### src/design/tfpaw_pkg.sv
`timescale 1ns / 1ps
package tfpaw_pkg;

   localparam int MAX_TRIANGLES = 64;
   localparam int FRACTION_BITS = 16;
   localparam int IDX_W = $clog2(MAX_TRIANGLES);
   localparam int CNT_W = $clog2(MAX_TRIANGLES + 1);
   localparam int HIT_W = 6;
   localparam int CRS_W = 68;
   localparam int FRC_W = FRACTION_BITS;
   localparam int DIV_CW = $clog2(FRACTION_BITS + 1);

   localparam logic [1:0] STATUS_LOADED = 2'd0;
   localparam logic [1:0] STATUS_MAPPED = 2'd1;
   localparam logic [1:0] STATUS_PASSED = 2'd2;
   localparam logic [1:0] STATUS_FULL   = 2'd3;

   localparam logic CMD_LOAD      = 1'b0;
   localparam logic CMD_TRANSFORM = 1'b1;

   // One classified item handed from the front end to the back end.
   typedef struct packed {
      logic               transform;
      logic               write_tri;
      logic [1:0]         status;
      logic [IDX_W-1:0]   tri_idx;
      logic [CNT_W-1:0]   tri_count;
      logic signed [31:0] ax;
      logic signed [31:0] ay;
      logic signed [31:0] bx;
      logic signed [31:0] by;
      logic signed [31:0] cx;
      logic signed [31:0] cy;
      logic signed [31:0] adx;
      logic signed [31:0] ady;
      logic signed [31:0] bdx;
      logic signed [31:0] bdy;
      logic signed [31:0] cdx;
      logic signed [31:0] cdy;
   } job_type;

endpackage

### src/design/tfpaw_queue.sv
`timescale 1ns / 1ps
module tfpaw_queue
   import tfpaw_pkg::*;
(
   input  logic    clock,
   input  logic    reset,
   input  logic    in_valid,
   output logic    in_stall,
   input  job_type in_job,
   output logic    out_valid,
   input  logic    out_stall,
   output job_type out_job
);

   job_type    slot_ff [2];
   logic       wptr_ff, rptr_ff;
   logic [1:0] fill_ff;
   logic       push, pop;

   // Two-entry queue between the front and back ends.
   assign in_stall  = (fill_ff == 2'd2);
   assign out_valid = (fill_ff != 2'd0);
   assign out_job   = slot_ff[rptr_ff];
   assign push      = in_valid && !in_stall;
   assign pop       = out_valid && !out_stall;

   always_ff @(posedge clock) begin
      if (push) begin
         slot_ff[wptr_ff] <= in_job;
      end
   end

   always_ff @(posedge clock) begin
      if (reset) begin
         wptr_ff <= 1'b0;
         rptr_ff <= 1'b0;
         fill_ff <= 2'd0;
      end else begin
         if (push) wptr_ff <= ~wptr_ff;
         if (pop)  rptr_ff <= ~rptr_ff;
         fill_ff <= fill_ff + {1'b0, push} - {1'b0, pop};
      end
   end

endmodule

### config.mk
export PLATFORM = sky130hd
export DESIGN_NAME = tfpaw_queue
export DESIGN_NICKNAME = d
export VERILOG_FILES = /design/src/design/tfpaw_pkg.sv /design/src/design/tfpaw_queue.sv
export SDC_FILE = /design/constraint.sdc
export NUM_CORES = 1
export LEC_CHECK = 0
export BUFFER_PORTS_ARGS = -buffer_cell sky130_fd_sc_hd__buf_2
export CAP_MARGIN = 20
export CORE_AREA = 2 2 317 319
export DETAILED_ROUTE_END_ITERATION = 12
export DIE_AREA = 0 0 319 321
export PLACE_DENSITY_LB_ADDON = 0.08
export SLEW_MARGIN = 5
export SYNTH_ARGS = -nofsm -noshare
export SYNTH_HDL_FRONTEND = slang
export SYNTH_SLANG_ARGS = --single-unit
export TNS_END_PERCENT = 50
### constraint.sdc
create_clock -name clock -period 12.1 [get_ports clock]
set_input_delay 2.42 -clock clock [delete_from_list [all_inputs] [get_ports clock]]
set_output_delay 2.42 -clock clock [all_outputs]
set_load 0.005 [all_outputs]
==> metrics.cfg <==
[synth]
synth.cell_area_mm2=0.0312
ys_seq_area_frac=0.776
synthCells=1276
synth-seq-cells=807
syn_avg_cell_area_um2=24.4
syn_nets=1683
yosys_warnings=0
yosysUniqueCellTypes=19

[sta]
layout_setup_ws_ns=5.96
worst_pin_slew_ns=1.07
fin_hold_ws_ns=0.523
setup_violations=0
period_minus_slack_ns=6.14
clock_skew_ns=0.0182
relSlewSlack=0.283
fin_setup_tns_ns=0
max_freq_mhz=163
rsz0062_at_grt=no
drv_slew=0
hold_viol=0
period_share=0.508

[cts]
cts_resized=0
cts.sinks=807
cts_root_buffer=clkbuf_16
clock_path_buffers=3
cts_tree=done
clkLatencyLatePin_ns=0.65
cts_buffers=90
htreeDepth=3
path_clk_slew_ns=0.05
cts_setup_buffers=0
cts_hold_buffers=0

[grt]
grt_pass1_wl_um=110000
grt_start_max_net_pins=152
antenna_found_initial=47
first_global_vias=16197
grt_usage=0.149
overflow=0

[status]
status=complete, no violations

[worst_hold_path]
holdCritPathClass=register to register

[route]
wl_um=79300
post-route-drc-count=0
drt-pass1-iter-count=4
final_antenna_net_count=0
via_count=15278
viasPerCell=4.34
detail_route.iter0.violations=836
wl_per_cell_um=22.5

[floorplanning]
die_x_um=319
die_area_mm2=0.102
initial_core_util=0.314
rows=116
fp.dieH_um=321
coreArea_mm2=0.0993
ios=808

[cells_and_area]
final_cell_mix=buf_2, edfxtp_1, mux2_4
syn2layout_area_growth_pct=24.8
drive_gt1_frac=0.603
mostFrequentLayoutCell=buf_2
finalNetCount=2547
fin_area_mm2=0.0389

[place]
hpwl_um=54600
pre_cts_slack_ns=6.50
placed_area_mm2=0.0361
port-buffer-count=807
gp_congestion=0.757

[power_and_ir_drop]
total_power_mw=8.03
comb_power_share=0.232
sw_frac_of_total=0.255
p_int_mw=5.98
ir_drop_mv=0.125
power_density_mw_per_mm2=206
pwr-share-clk=0.317
p_sw_mw=2.05
p_seq_frac=0.451
leakagePower_nw=15.0

[flow_run]
cap_viol_max_count=0

[setup_path]
required_ns=9.68
crit_fanout=114
path_cells=buf_4, buf_12, mux2_2, buf_2
cp-end-kind=output pin
startpoint_type=register
critPathArrivalTime_ns=3.72
slowest_delay_ns=0.92
path_class=register to output pin
regToRegSetupSlack_ns=8.39
slowest_stage=dfxtp_4

## per-layer routing
layer / global-route usage / routed length, µm / vias to the layer above / share of wire
met1: 0.151 / 27300 / 7599 / 0.34
met2: 0.268 / 41600 / 589 / 0.52
met3: 0.0652 / 7280 / 189 / 0.092
met5: 0 / 222 / - / 0.0028
li1: - / - / 6865 / -
met4: 0.0562 / 2900 / 36 / 0.037
## worst max-delay path: cells and delay by family, from the launching register on
family   cells  cell delay, ns
buf+inv      3            1.43
flops        1            0.92
mux          1            0.42
## stage by stage
step | utilization | instances
after detailed placement | 0.364 | 3346
after floorplan | - | 1276
after global routing | 0.392 | 3512
after CTS | 0.391 | 3506
final | 0.392 | 3523
after global placement | 0.364 | 3346
## power groups by stage
stage,logic [mW],registers [mW],clock network [mW]
6_report,1.87,3.62,2.54
5_1_grt,1.99,3.65,2.73
4_1_cts,1.92,3.62,2.64
3_5_place_dp,1.91,3.68,0
3_3_place_gp,1.91,3.67,0
2_1_floorplan,1.26,3.74,0
## state kept, by name, summed over array words and instances, names as in the netlist, named ones only
name	cells
rptr_ff	1
fill_ff	2
wptr_ff	1
slot_ff	802
## cells by family (layout without fill, tap and decap cells)
| family | after synthesis | in the layout | synth area share |
|---|---|---|---|
| fa+ha+maj | 2 | 2 | 0.000803 |
| simple gates | 9 | 9 | 0.00149 |
| xor+xnor | 2 | 2 | 0.000562 |
| other cells | 0 | 17 | 0 |
| buf+inv | 50 | 982 | 0.0287 |
| compound gates | 5 | 5 | 0.000803 |
| mux | 401 | 401 | 0.192 |
| flops | 807 | 807 | 0.776 |
## final cells by class
| cell class | instances | area (µm²) |
|---|---|---|
| antenna | 17 | 42.5 |
| clock buffer | 124 | 2490 |
| clock inverter | 36 | 243 |
| fill | 9289 | 60400 |
| inverter | 5 | 26.3 |
| multi-input combinational | 419 | 6100 |
| sequential | 807 | 24200 |
| tap | 1298 | 1620 |
| timing repair buffer | 817 | 4200 |
## Yosys cell counts
master | count | share of area
or3_1 | 2 | 0.00040
buf_12 | 43 | 0.028
o21ai_0 | 2 | 0.00032
mux2_2 | 11 | 0.0040
inv_1 | 5 | 0.00060
nor2_1 | 3 | 0.00036
xnor2_1 | 1 | 0.00028
dfxtp_1 | 5 | 0.0032
buf_6 | 1 | 0.00036
buf_2 | 1 | 0.00016
and3_1 | 1 | 0.00020
nand2b_1 | 1 | 0.00020
edfxtp_1 | 802 | 0.77
ha_1 | 2 | 0.00080
nand2_1 | 1 | 0.00012
mux2_4 | 390 | 0.19
a21oi_1 | 3 | 0.00048
xor2_1 | 1 | 0.00028
nor2b_1 | 1 | 0.00020
## path summary, 6_finish.rpt
| check | endpoint | startpoint | cells past startpoint |
|---|---|---|---|
| setup reg to reg | slot_ff[1][260] | fill_ff[0] | 4 |
| setup / recovery | out_job[3] | register | 4 |
| hold / removal | register | rptr_ff | 2 |
| hold reg to reg | register | rptr_ff | 2 |
(Power assumes the default switching activity.)
