## src/design/tfpaw_pkg.sv

```systemverilog
`timescale 1ns / 1ps
package tfpaw_pkg;

   localparam int MAX_TRIANGLES = 64;
   localparam int FRACTION_BITS = 16;
   localparam int IDX_W = $clog2(MAX_TRIANGLES);
   localparam int CNT_W = $clog2(MAX_TRIANGLES + 1);
   localparam int HIT_W = 6;
   localparam int CRS_W = 68;
   localparam int FRC_W = FRACTION_BITS;
   localparam int DIV_CW = $clog2(FRACTION_BITS + 1);

   localparam logic [1:0] STATUS_LOADED = 2'd0;
   localparam logic [1:0] STATUS_MAPPED = 2'd1;
   localparam logic [1:0] STATUS_PASSED = 2'd2;
   localparam logic [1:0] STATUS_FULL   = 2'd3;

   localparam logic CMD_LOAD      = 1'b0;
   localparam logic CMD_TRANSFORM = 1'b1;

   // One classified item handed from the front end to the back end.
   typedef struct packed {
      logic               transform;
      logic               write_tri;
      logic [1:0]         status;
      logic [IDX_W-1:0]   tri_idx;
      logic [CNT_W-1:0]   tri_count;
      logic signed [31:0] ax;
      logic signed [31:0] ay;
      logic signed [31:0] bx;
      logic signed [31:0] by;
      logic signed [31:0] cx;
      logic signed [31:0] cy;
      logic signed [31:0] adx;
      logic signed [31:0] ady;
      logic signed [31:0] bdx;
      logic signed [31:0] bdy;
      logic signed [31:0] cdx;
      logic signed [31:0] cdy;
   } job_type;

endpackage

```

## src/design/tfpaw_front.sv

```systemverilog
`timescale 1ns / 1ps
module tfpaw_front
   import tfpaw_pkg::*;
(
   input  logic               clock,
   input  logic               reset,
   input  logic               req_valid,
   output logic               req_stall,
   input  logic               req_command,
   input  logic               req_polygon_start,
   input  logic signed [31:0] req_src_x,
   input  logic signed [31:0] req_src_y,
   input  logic signed [31:0] req_dst_x,
   input  logic signed [31:0] req_dst_y,
   input  logic signed [31:0] req_point_x,
   input  logic signed [31:0] req_point_y,
   output logic               job_valid,
   input  logic               job_stall,
   output job_type            job
);

   logic signed [31:0] anc_sx_ff, anc_sy_ff, anc_dx_ff, anc_dy_ff;
   logic signed [31:0] prv_sx_ff, prv_sy_ff, prv_dx_ff, prv_dy_ff;
   logic [1:0]         nverts_ff;
   logic [CNT_W-1:0]   count_ff;
   logic               accept;
   logic               new_poly;
   logic               full;

   // The front end is a pure classifier; it stalls only when the queue is full.
   assign req_stall = job_stall;
   assign job_valid = req_valid;
   assign accept    = req_valid && !job_stall;
   assign new_poly  = req_polygon_start || (nverts_ff == 2'd0);
   assign full      = (count_ff == CNT_W'(MAX_TRIANGLES));

   // Build the job that the back end carries out.
   always_comb begin
      job           = '0;
      job.transform = (req_command == CMD_TRANSFORM);
      job.tri_count = count_ff;
      job.tri_idx   = count_ff[IDX_W-1:0];
      job.status    = STATUS_LOADED;
      job.ax  = req_point_x;
      job.ay  = req_point_y;
      if (req_command == CMD_LOAD) begin
         job.ax  = anc_sx_ff;
         job.ay  = anc_sy_ff;
         job.bx  = prv_sx_ff;
         job.by  = prv_sy_ff;
         job.cx  = req_src_x;
         job.cy  = req_src_y;
         job.adx = anc_dx_ff;
         job.ady = anc_dy_ff;
         job.bdx = prv_dx_ff;
         job.bdy = prv_dy_ff;
         job.cdx = req_dst_x;
         job.cdy = req_dst_y;
         if (!new_poly && nverts_ff == 2'd2) begin
            if (full) begin
               job.status = STATUS_FULL;
            end else begin
               job.write_tri = 1'b1;
            end
         end
      end
   end

   // Fan state and triangle count.
   always_ff @(posedge clock) begin
      if (reset) begin
         nverts_ff <= 2'd0;
         count_ff  <= '0;
         anc_sx_ff <= '0; anc_sy_ff <= '0; anc_dx_ff <= '0; anc_dy_ff <= '0;
         prv_sx_ff <= '0; prv_sy_ff <= '0; prv_dx_ff <= '0; prv_dy_ff <= '0;
      end else if (accept && req_command == CMD_LOAD) begin
         prv_sx_ff <= req_src_x;
         prv_sy_ff <= req_src_y;
         prv_dx_ff <= req_dst_x;
         prv_dy_ff <= req_dst_y;
         if (new_poly) begin
            anc_sx_ff <= req_src_x;
            anc_sy_ff <= req_src_y;
            anc_dx_ff <= req_dst_x;
            anc_dy_ff <= req_dst_y;
            nverts_ff <= 2'd1;
         end else begin
            nverts_ff <= 2'd2;
            if (job.write_tri) begin
               count_ff <= count_ff + 1'b1;
            end
         end
      end
   end

endmodule

```

## config.mk

```make
export PLATFORM = sky130hd
export DESIGN_NAME = tfpaw_front
export DESIGN_NICKNAME = d
export VERILOG_FILES = /design/src/design/tfpaw_pkg.sv /design/src/design/tfpaw_front.sv
export SDC_FILE = /design/constraint.sdc
export NUM_CORES = 1
export LEC_CHECK = 0
export ABC_AREA = 1
export BUFFER_PORTS_ARGS = -buffer_cell sky130_fd_sc_hd__buf_2
export CAP_MARGIN = 20
export CELL_PAD_IN_SITES_DETAIL_PLACEMENT = 0
export CELL_PAD_IN_SITES_GLOBAL_PLACEMENT = 2
export CORE_AREA = 2 2 231 233
export DETAILED_ROUTE_END_ITERATION = 10
export DIE_AREA = 0 0 233 235
export PLACE_DENSITY_LB_ADDON = 0.1
export SLEW_MARGIN = 15
export SYNTH_ARGS = -nofsm -noshare
export SYNTH_HDL_FRONTEND = slang
export SYNTH_SLANG_ARGS = --single-unit
```

## constraint.sdc

```tcl
create_clock -name clock -period 3.3 [get_ports clock]
set_clock_uncertainty 0.05 [all_clocks]
set_input_delay 0.66 -clock clock [delete_from_list [all_inputs] [get_ports clock]]
set_output_delay 0.66 -clock clock [all_outputs]
set_load 0.1 [all_outputs]
```

==> results of run 1 <==
final timing paths:
check / to / slack (ps) / start
worst max-delay path: job[398] / 490 / count_ff[0]
worst min-delay path: anc_sy_ff[8] / 330 / req_src_y[8]
worst max register to register: anc_sx_ff[20] / 1140 / nverts_ff[1]
worst min register to register: prv_sy_ff[13] / 400 / prv_sy_ff[13]
routing by layer:
| metal | up-vias | routed length (µm) | global-route usage (%) |
|---|---|---|---|
| li1 | 6685 | - | - |
| met1 | 5933 | 22600 | 22.9 |
| met2 | 405 | 25100 | 31.7 |
| met3 | 62 | 4100 | 5.59 |
| met4 | 8 | 1030 | 4.73 |
| met5 | - | 46 | 0 |
kinds of logic (layout without fill, tap and decap cells):
group / count (synthesis) / after routing / synth area share (%)
xor gates and xnor gates: 3 / 3 / 0.216
DFF: 265 / 265 / 43.6
and+or+nand+nor: 584 / 584 / 19.1
AOI/OAI and AO/OA: 470 / 470 / 19.3
adders and majority gates: 2 / 2 / 0.205
buffers and inverters: 529 / 1071 / 17.6
other: 0 / 2 / 0
layout by cell type (no fill, tap or decap), types with 2 or more instances in the layout:
cell type	netlist	layout
buf_2	37	557
inv_1	383	382
nor2_1	329	329
dfxtp_1	265	265
o21ai_0	282	263
nand2_1	167	167
a21oi_1	163	163
nand3_1	80	80
buf_12	0	53
o21ai_1	24	43
clkbuf_16	0	37
clkbuf_8	0	15
buf_4	20	12
clkinv_2	1	5
xor2_1	3	3
clkbuf_1	78	3
diode_2	0	2
inv_2	2	2
inv_6	0	2
nand4_1	2	2
ha_1	2	2
final cells by class:
type	count	area [µm²]	share of cell area (%)
Antenna cell	2	5.00	0.0285
Clock buffer	55	1140	6.52
Clock inverter	7	62.6	0.357
Inverter	386	1460	8.32
Multi-Input combinational cell	1059	4750	27.1
Sequential cell	265	5310	30.2
Tap cell	688	861	4.91
Timing Repair Buffer	623	3950	22.5
registers in the layout (all words and copies together) (netlist names):
name	flops
anc_dx_ff	32
anc_dy_ff	32
anc_sx_ff	32
anc_sy_ff	32
count_ff	7
nverts_ff	2
prv_dx_ff	32
prv_dy_ff	32
prv_sx_ff	32
prv_sy_ff	32
worst register-to-register path, stage by stage (launching register included):
cell and delay (ps):
dfxtp_1 340, o21ai_4 680, nand2_4 140, inv_6 340, buf_12 290, o21ai_1 110
a21oi_1 130
power breakdown:
part,total [W],switching (W),internal [W]
Clock,0.00393,0.00148,0.00245
Sequential,0.00340,0.0000476,0.00335
Combinational,0.00273,0.00221,0.000519
Total,0.0101,0.00373,0.00632
per-stage QoR:
step           util, %  instances  area (µm²)
6_report          33.6       3085       17500
3_3_place_gp      31.3       3021       16300
3_5_place_dp      31.3       3021       16300
4_1_cts           33.6       3083       17500
5_1_grt           33.6       3084       17500
2_1_floorplan        -       1853       12200
==> results.json, run 1 <==
{
  "outcome": "finished clean",
  "hold_ws_ps": 333,
  "max_cap_violations": 0,
  "yosysUniqueCellTypes": 24,
  "cts_tree": "built",
  "wire_per_inst_um": 17.1,
  "num_vias": 13100,
  "syn_nets": 2053,
  "synth_top_area_cell": "dfxtp_1",
  "clock_latency_ps": 540,
  "syn_avg_cell_area_um2": 6.57,
  "portBuffers": 600,
  "grt_pass1_vias": 12400,
  "slew_viol_final": 0,
  "drive_above_1_share_pct": 28.9,
  "cp-start-kind": "flop",
  "row_count": 84,
  "synthTopCellsByCount": "inv_1 (383), nor2_1 (329), o21ai_0 (282), dfxtp_1 (265), nand2_1 (167)",
  "p_leak_nw": 9.00,
  "rsz0062_at_grt": "false",
  "drc": 0,
  "dieHeight_um": 235,
  "numCtsBuffers": 35,
  "worst_hold_path.num_cells": 3,
  "synth_warnings": 0,
  "gp_congestion": 0.820,
  "crit_chain": "inv_1, ha_1, inv_1, nor2_1, nand3_1, nor3_2, buf_12",
  "crit_path_max_incr_delay_ps": 400,
  "synth_flop_cell": "dfxtp_1",
  "slew-limit-headroom_pct": 44.9,
  "viasPerCell": 4.24,
  "dp_slack_ps": 535,
  "hold_viol": 0,
  "ys_ff_latch": 265,
  "worst-path-stages": 7,
  "coreArea_um2": 52200,
  "worstSetupEndpointType": "output port",
  "path_delay_family": "simple AND/OR/NAND/NOR gates",
  "total_power_w": 0.0101,
  "finalNetCount": 2570,
  "ant_nets": 0,
  "overflow": 0,
  "period_share_pct": 85.1,
  "cts_setup_buffers": 0,
  "worst-setup-path-type": "flop to output port",
  "clockBufferDepth": 3,
  "min_path_type": "input pin to flop",
  "netlist_area_um2": 12200,
  "min_period_ps": 2810,
  "track_usage_pct": 18.7,
  "cp_max_fo": 7,
  "path_common_cell": "inv_1",
  "synth_cells": 1853,
  "dr.pass1.iters": 5,
  "fp.dieArea_um2": 54800,
  "die_w_um": 233,
  "antenna_found_initial": 7,
  "grt_pass1_wl_um": 78500,
  "finalSetupViolations": 0,
  "fmax_mhz": 356,
  "critical_path_required_ps": 2590,
  "ctsHoldBuffers": 0,
  "n_fill_cell": 5807,
  "dpl.hpwl_um": 38700,
  "netlist.area_leader.share_pct": 43.6,
  "syn_to_final_growth_pct": 44.1,
  "cts_num_sinks": 265,
  "yosysSeqAreaShare_pct": 43.6,
  "r2r_cells": 6,
  "dr.first_iter.drc_count": 538,
  "grt_max_degree": 128,
  "cp_slowest_cell": "nor3_2",
  "clockRootBuffer": "clkbuf_16",
  "crit_buf_inv": 3,
  "peakVddDrop_v": 0.000314,
  "htreeDepth": 2,
  "synth_top_cells_by_area": "dfxtp_1 (44%), inv_1 (12%), o21ai_0 (12%)",
  "p_per_area_nw_per_um2": 573,
  "cts.clk_slew.worst_paths_ps": 60,
  "post_cts_resize_count": 0,
  "yosys.cell_count.top_type": "inv_1",
  "fin_ws_ps": 493,
  "routed_wl_um": 52900,
  "ys_async_sr_fraction_pct": 0,
  "synth_enable_flop_cells": 0,
  "tightest_slew_ps": 823,
  "fin_tns_setup_ps": 0,
  "pin_count": 601,
  "start_util_pct": 23.3,
  "cp.arrival_ps": 2100
}
Power figures use the tool's default switching activity.
==> inputs of run 2 (changes only) <==
--- a/config.mk
+++ b/config.mk
@@ -6,13 +6,13 @@
 export NUM_CORES = 1
 export LEC_CHECK = 0
 export ABC_AREA = 1
-export BUFFER_PORTS_ARGS = -buffer_cell sky130_fd_sc_hd__buf_2
 export CAP_MARGIN = 20
 export CELL_PAD_IN_SITES_DETAIL_PLACEMENT = 0
 export CELL_PAD_IN_SITES_GLOBAL_PLACEMENT = 2
-export CORE_AREA = 2 2 231 233
+export CORE_AREA = 2 2 236 238
 export DETAILED_ROUTE_END_ITERATION = 10
-export DIE_AREA = 0 0 233 235
+export DIE_AREA = 0 0 238 240
+export DONT_BUFFER_PORTS = 1
 export PLACE_DENSITY_LB_ADDON = 0.1
 export SLEW_MARGIN = 15
 export SYNTH_ARGS = -nofsm -noshare
==> results.json, run 2 (synthesis gave the netlist of run 1 again) <==
{
  "combPwrFrac_pct": 26.0,
  "syn_to_final_growth_pct": 44.4,
  "dieHeight_um": 240,
  "drc": 0,
  "clockBufferDepth": 3,
  "cts_tree": "built",
  "layout_common_cells": "buf_4 (403), inv_1 (382), nor2_2 (321), dfxtp_1 (259), o21ai_0 (257)",
  "grt_max_degree": 413,
  "p_per_area_nw_per_um2": 545,
  "crit_chain": "o21ai_2, buf_4",
  "slew-limit-headroom_pct": -60.7,
  "cts_num_sinks": 265,
  "pin_count": 601,
  "violations": "max-slew violations, negative setup slack",
  "fin_tns_setup_ps": -3630,
  "rsz0062_at_grt": "false",
  "stdcell_count": 2881,
  "min_period_ps": 3580,
  "period_share_pct": 109,
  "dr.pass1.iters": 5,
  "cp.arrival_ps": 2870,
  "cp_slowest_cell": "o21ai_2",
  "numCtsBuffers": 35,
  "cp-start-kind": "input pin",
  "portBuffers": 0,
  "fin_ws_ps": -283,
  "gp_congestion": 0.778,
  "grt_pass1_vias": 11900,
  "wire_per_inst_um": 17.7,
  "min_path_type": "input pin to flop",
  "routed_wl_um": 50900,
  "clockRootBuffer": "clkbuf_16",
  "crit_buf_inv": 1,
  "cts.clk_slew.worst_paths_ps": 50,
  "finalSetupViolations": 58,
  "htreeDepth": 2,
  "ctsHoldBuffers": 0,
  "coreArea_um2": 54700,
  "fp.dieArea_um2": 57100,
  "total_power_w": 0.00959,
  "num_vias": 12300,
  "tightest_slew_ps": 2410,
  "clock_latency_ps": 520,
  "peakVddDrop_v": 0.000273,
  "power_switching_w": 0.00353,
  "ant_nets": 0,
  "critical_path_required_ps": 2590,
  "slew_viol_final": 217,
  "drive_above_1_share_pct": 37.7,
  "cp_max_fo": 412,
  "dp.cells": 2825,
  "max_cap_violations": 0,
  "finish.utilization_pct": 32.2,
  "worst-setup-path-type": "input pin to output port",
  "cts_setup_buffers": 0,
  "power.share.sequential_pct": 35.5,
  "antenna_cells": 0,
  "internal-power_w": 0.00606,
  "dpl.hpwl_um": 35800,
  "finalNetCount": 2358,
  "overflow": 0,
  "track_usage_pct": 17.0,
  "worstSetupEndpointType": "output port",
  "post_cts_resize_count": 0,
  "antenna_found_initial": 2,
  "viasPerCell": 4.27,
  "path_delay_family": "compound AO/OA/AOI/OAI gates",
  "crit_path_max_incr_delay_ps": 720,
  "fmax_mhz": 279,
  "layout_commonest_cell": "buf_4",
  "p_leak_nw": 7.96,
  "hold_viol": 0,
  "clockPowerShare_pct": 38.5,
  "grt_pass1_wl_um": 74400,
  "start_util_pct": 22.3,
  "row_count": 86,
  "dr.first_iter.drc_count": 450,
  "power_switching_share_pct": 36.8,
  "die_w_um": 238,
  "outcome": "complete, but fails checks"
}
run 2: cell types whose count changed in the layout (fill, tap and decap cells not counted), sizes merged:
cell | previous run | this run
buf | 623 | 411
clkinv | 5 | 3
diode | 2 | 0
clkbuf | 55 | 52
clkinvlp | 1 | 0
run 2: metrics by stage:
stage               instance area [µm²]  setup WS, ps  hold WS [ps]
CTS                               17600           540           104
global placement                  16500           858           405
finish                            17600          -283           157
global route                      17600           479           112
floorplan                         12200          -694           380
detailed placement                16500           840           409
run 2: final timing paths:
path	start	endpoint	slack [ps]	cells past startpoint
max	req_command	job[348]	-280	2
min	reset	count_ff[1]	160	1
max reg2reg	nverts_ff[1]	anc_sx_ff[8]	950	6
min reg2reg	prv_sy_ff[16]	prv_sy_ff[16]	420	2
run 2: power groups by stage:
stage	Sequential [W]	Combinational [W]	Clock (W)
global route	0.00342	0.00261	0.00398
floorplan	0.00345	0.00205	0
CTS	0.00340	0.00252	0.00387
finish	0.00340	0.00249	0.00369
detailed placement	0.00347	0.00251	0
global placement	0.00347	0.00250	0
run 2: per-layer routing:
layer	part of all wire, %	track usage [%]	routed length, µm
met5	0.026	0	13
met4	1.8	4.70	904
met3	8.5	5.42	4310
met2	48	29.0	24300
met1	42	20.6	21300
run 2: area by class of cell:
cell class              instances  area (µm²)
fillers                      6047       37100
multi-input cells            1059        5660
flip-flops and latches        265        5310
repair buffers                411        3190
inverters                     386        1460
clock buffers                  52        1040
well taps                     704         881
clock inverters                 4        45.0
==> inputs of run 3 (changes only) <==
--- a/config.mk
+++ b/config.mk
@@ -5,7 +5,6 @@
 export SDC_FILE = /design/constraint.sdc
 export NUM_CORES = 1
 export LEC_CHECK = 0
-export ABC_AREA = 1
 export CAP_MARGIN = 20
 export CELL_PAD_IN_SITES_DETAIL_PLACEMENT = 0
 export CELL_PAD_IN_SITES_GLOBAL_PLACEMENT = 2
==> results.json, run 3 <==
{
  "yosys.cell_count.top_type": "nand2_1",
  "tightest_slew_ps": 1990,
  "synth_top_area_cell": "dfxtp_1",
  "cts_tree": "built",
  "antenna_cells": 0,
  "overflow": 0,
  "syn_nets": 1802,
  "dieHeight_um": 240,
  "num_vias": 11200,
  "netlist_area_um2": 12100,
  "hp-start": "reset",
  "worstReg2RegStart": "nverts_ff[0]",
  "yosysUniqueCellTypes": 26,
  "synth_enable_flop_cells": 0,
  "cts_setup_buffers": 0,
  "syn_to_final_growth_pct": 40.4,
  "critPathLaunch": "req_command",
  "outcome": "complete, but fails checks",
  "min_path_type": "input pin to flop",
  "dr.pass1.iters": 4,
  "min_period_ps": 3390,
  "max_cap_violations": 0,
  "finalNetCount": 2038,
  "ys_async_sr_fraction_pct": 0,
  "grt_pass1_vias": 10600,
  "cp_max_fo": 388,
  "ys_ff_latch": 265,
  "portBuffers": 0,
  "htreeDepth": 2,
  "die_w_um": 238,
  "finish.utilization_pct": 31.0,
  "synth_flop_cell": "dfxtp_1",
  "p_per_area_nw_per_um2": 538,
  "post_cts_resize_count": 0,
  "slew_viol_final": 190,
  "top_usage_layer": "met2",
  "clockBufferDepth": 3,
  "violations": "max-slew violations, negative setup slack",
  "yosysSeqAreaShare_pct": 43.9,
  "synth_cells": 1602,
  "cp_slowest_cell": "mux2_2",
  "track_usage_pct": 16.0,
  "crit_buf_inv": 0,
  "cp-start-kind": "input pin",
  "critical_path_required_ps": 2590,
  "cts_num_sinks": 265,
  "hold_viol": 0,
  "worst_hold_path.num_cells": 1,
  "grt_pass1_wl_um": 69900,
  "rsz0062_at_grt": "false",
  "clockRootBuffer": "clkbuf_16",
  "worstSetupEndpointType": "output port",
  "numCtsBuffers": 36,
  "grt_max_degree": 389,
  "period_share_pct": 103,
  "wire_per_inst_um": 18.9,
  "stdcell_count": 2565,
  "fin_ws_ps": -85.8,
  "pin_count": 601,
  "drive_above_1_share_pct": 42.0,
  "p_leak_nw": 6.43,
  "gp_congestion": 0.755,
  "layout_commonest_cell": "nand2_1",
  "path_delay_family": "multiplexers",
  "drc": 0,
  "layout_common_cells": "nand2_1 (515), buf_4 (332), nor2b_2 (320), a21oi_1 (260), dfxtp_1 (259)",
  "dpl.hpwl_um": 31300,
  "routed_wl_um": 48500,
  "worst-setup-path-type": "input pin to output port",
  "ctsHoldBuffers": 0,
  "final_area_um2": 17000,
  "peakVddDrop_v": 0.000348,
  "r2r_cells": 4,
  "syn_avg_cell_area_um2": 7.54,
  "start_util_pct": 22.1,
  "synth_warnings": 0,
  "netlist.area_leader.share_pct": 43.9,
  "clock_latency_ps": 530,
  "antenna_found_initial": 0,
  "dr.first_iter.drc_count": 527,
  "slew-limit-headroom_pct": -32.9,
  "grt.met3_usage_pct": 4.16,
  "coreArea_um2": 54700,
  "crit_path_max_incr_delay_ps": 1080,
  "row_count": 86,
  "worst-path-stages": 1,
  "fmax_mhz": 295,
  "grt_util_met2_pct": 28.0,
  "synthTopCellsByCount": "nand2_1 (515), nor2b_1 (321), dfxtp_1 (265), a21oi_1 (261), clkbuf_1 (128)",
  "synth_top_cells_by_area": "dfxtp_1 (44%), nor2b_1 (17%), nand2_1 (16%)",
  "viasPerCell": 4.36,
  "met1_usage_pct": 19.4,
  "crit_chain": "mux2_2",
  "dp.cells": 2504,
  "finalSetupViolations": 18,
  "postPlaceCellArea_um2": 15800,
  "ant_nets": 0,
  "cts.clk_slew.worst_paths_ps": 60,
  "cp.arrival_ps": 2680,
  "fp.dieArea_um2": 57100
}
## run 3: changes by cell type in the layout (fill, tap and decap cells not counted), sizes merged, moves of 3 or more
cell / delta
inv: -383
mux2: +64
nand3: -77
or3: +3
nor2: -324
nor2b: +321
buf: -73
xor2: -3
nand2: +345
clkbuf: +4
o21ai: -303
xnor2: +3
a21oi: +98
## run 3: path summary, 6_finish.rpt
check | end | slack (ps)
hold / removal | prv_sy_ff[29] | 180
setup reg to reg | count_ff[5] | 1110
hold reg to reg | prv_sx_ff[1] | 400
setup / recovery | job[338] | -90
## run 3: report_power, final
| part | switching (W) | leakage [nW] | internal (W) |
|---|---|---|---|
| logic | 0.00160 | 3.74 | 0.000400 |
| clock network | 0.00149 | 0.537 | 0.00227 |
| registers | 0.0000530 | 2.16 | 0.00331 |
| total | 0.00315 | 6.43 | 0.00597 |
## run 3: metrics by stage
stage	hold slack, ps	TNS, ps	total power [W]	worst slack, ps
floorplan	382	-428	0.00521	-428
global placement	384	0	0.00544	762
detailed placement	390	0	0.00544	747
CTS	140	0	0.00930	451
global route	138	0	0.00949	331
finish	183	-1330	0.00912	-85.8
## run 3: cell type report
type                       instances  area, µm²
sequential                       265       5310
clock inverter                     5       55.1
timing repair buffer             338       2610
inverter                           3       11.3
tap                              704        881
multi-input combinational       1194       7030
fill                            5971      37700
clock buffer                      56       1060
## run 3: cell families after synthesis
| family | synth area share (%) |
|---|---|
| AND/OR/NAND/NOR | 33.5 |
| AO/OA/AOI/OAI | 11.3 |
| flip-flops | 43.9 |
| buffers and inverters | 4.83 |
| multiplexers | 6.05 |
| XOR/XNOR | 0.218 |
| adder cells (fa/ha/maj) | 0.207 |
## run 3: routing by layer
layer / share of wire (%) / vias to the layer above
met4: 2.0 / 0
met2: 50 / 369
met1: 42 / 5198
met5: 0 / -
met3: 6.5 / 61
li1: - / 5557
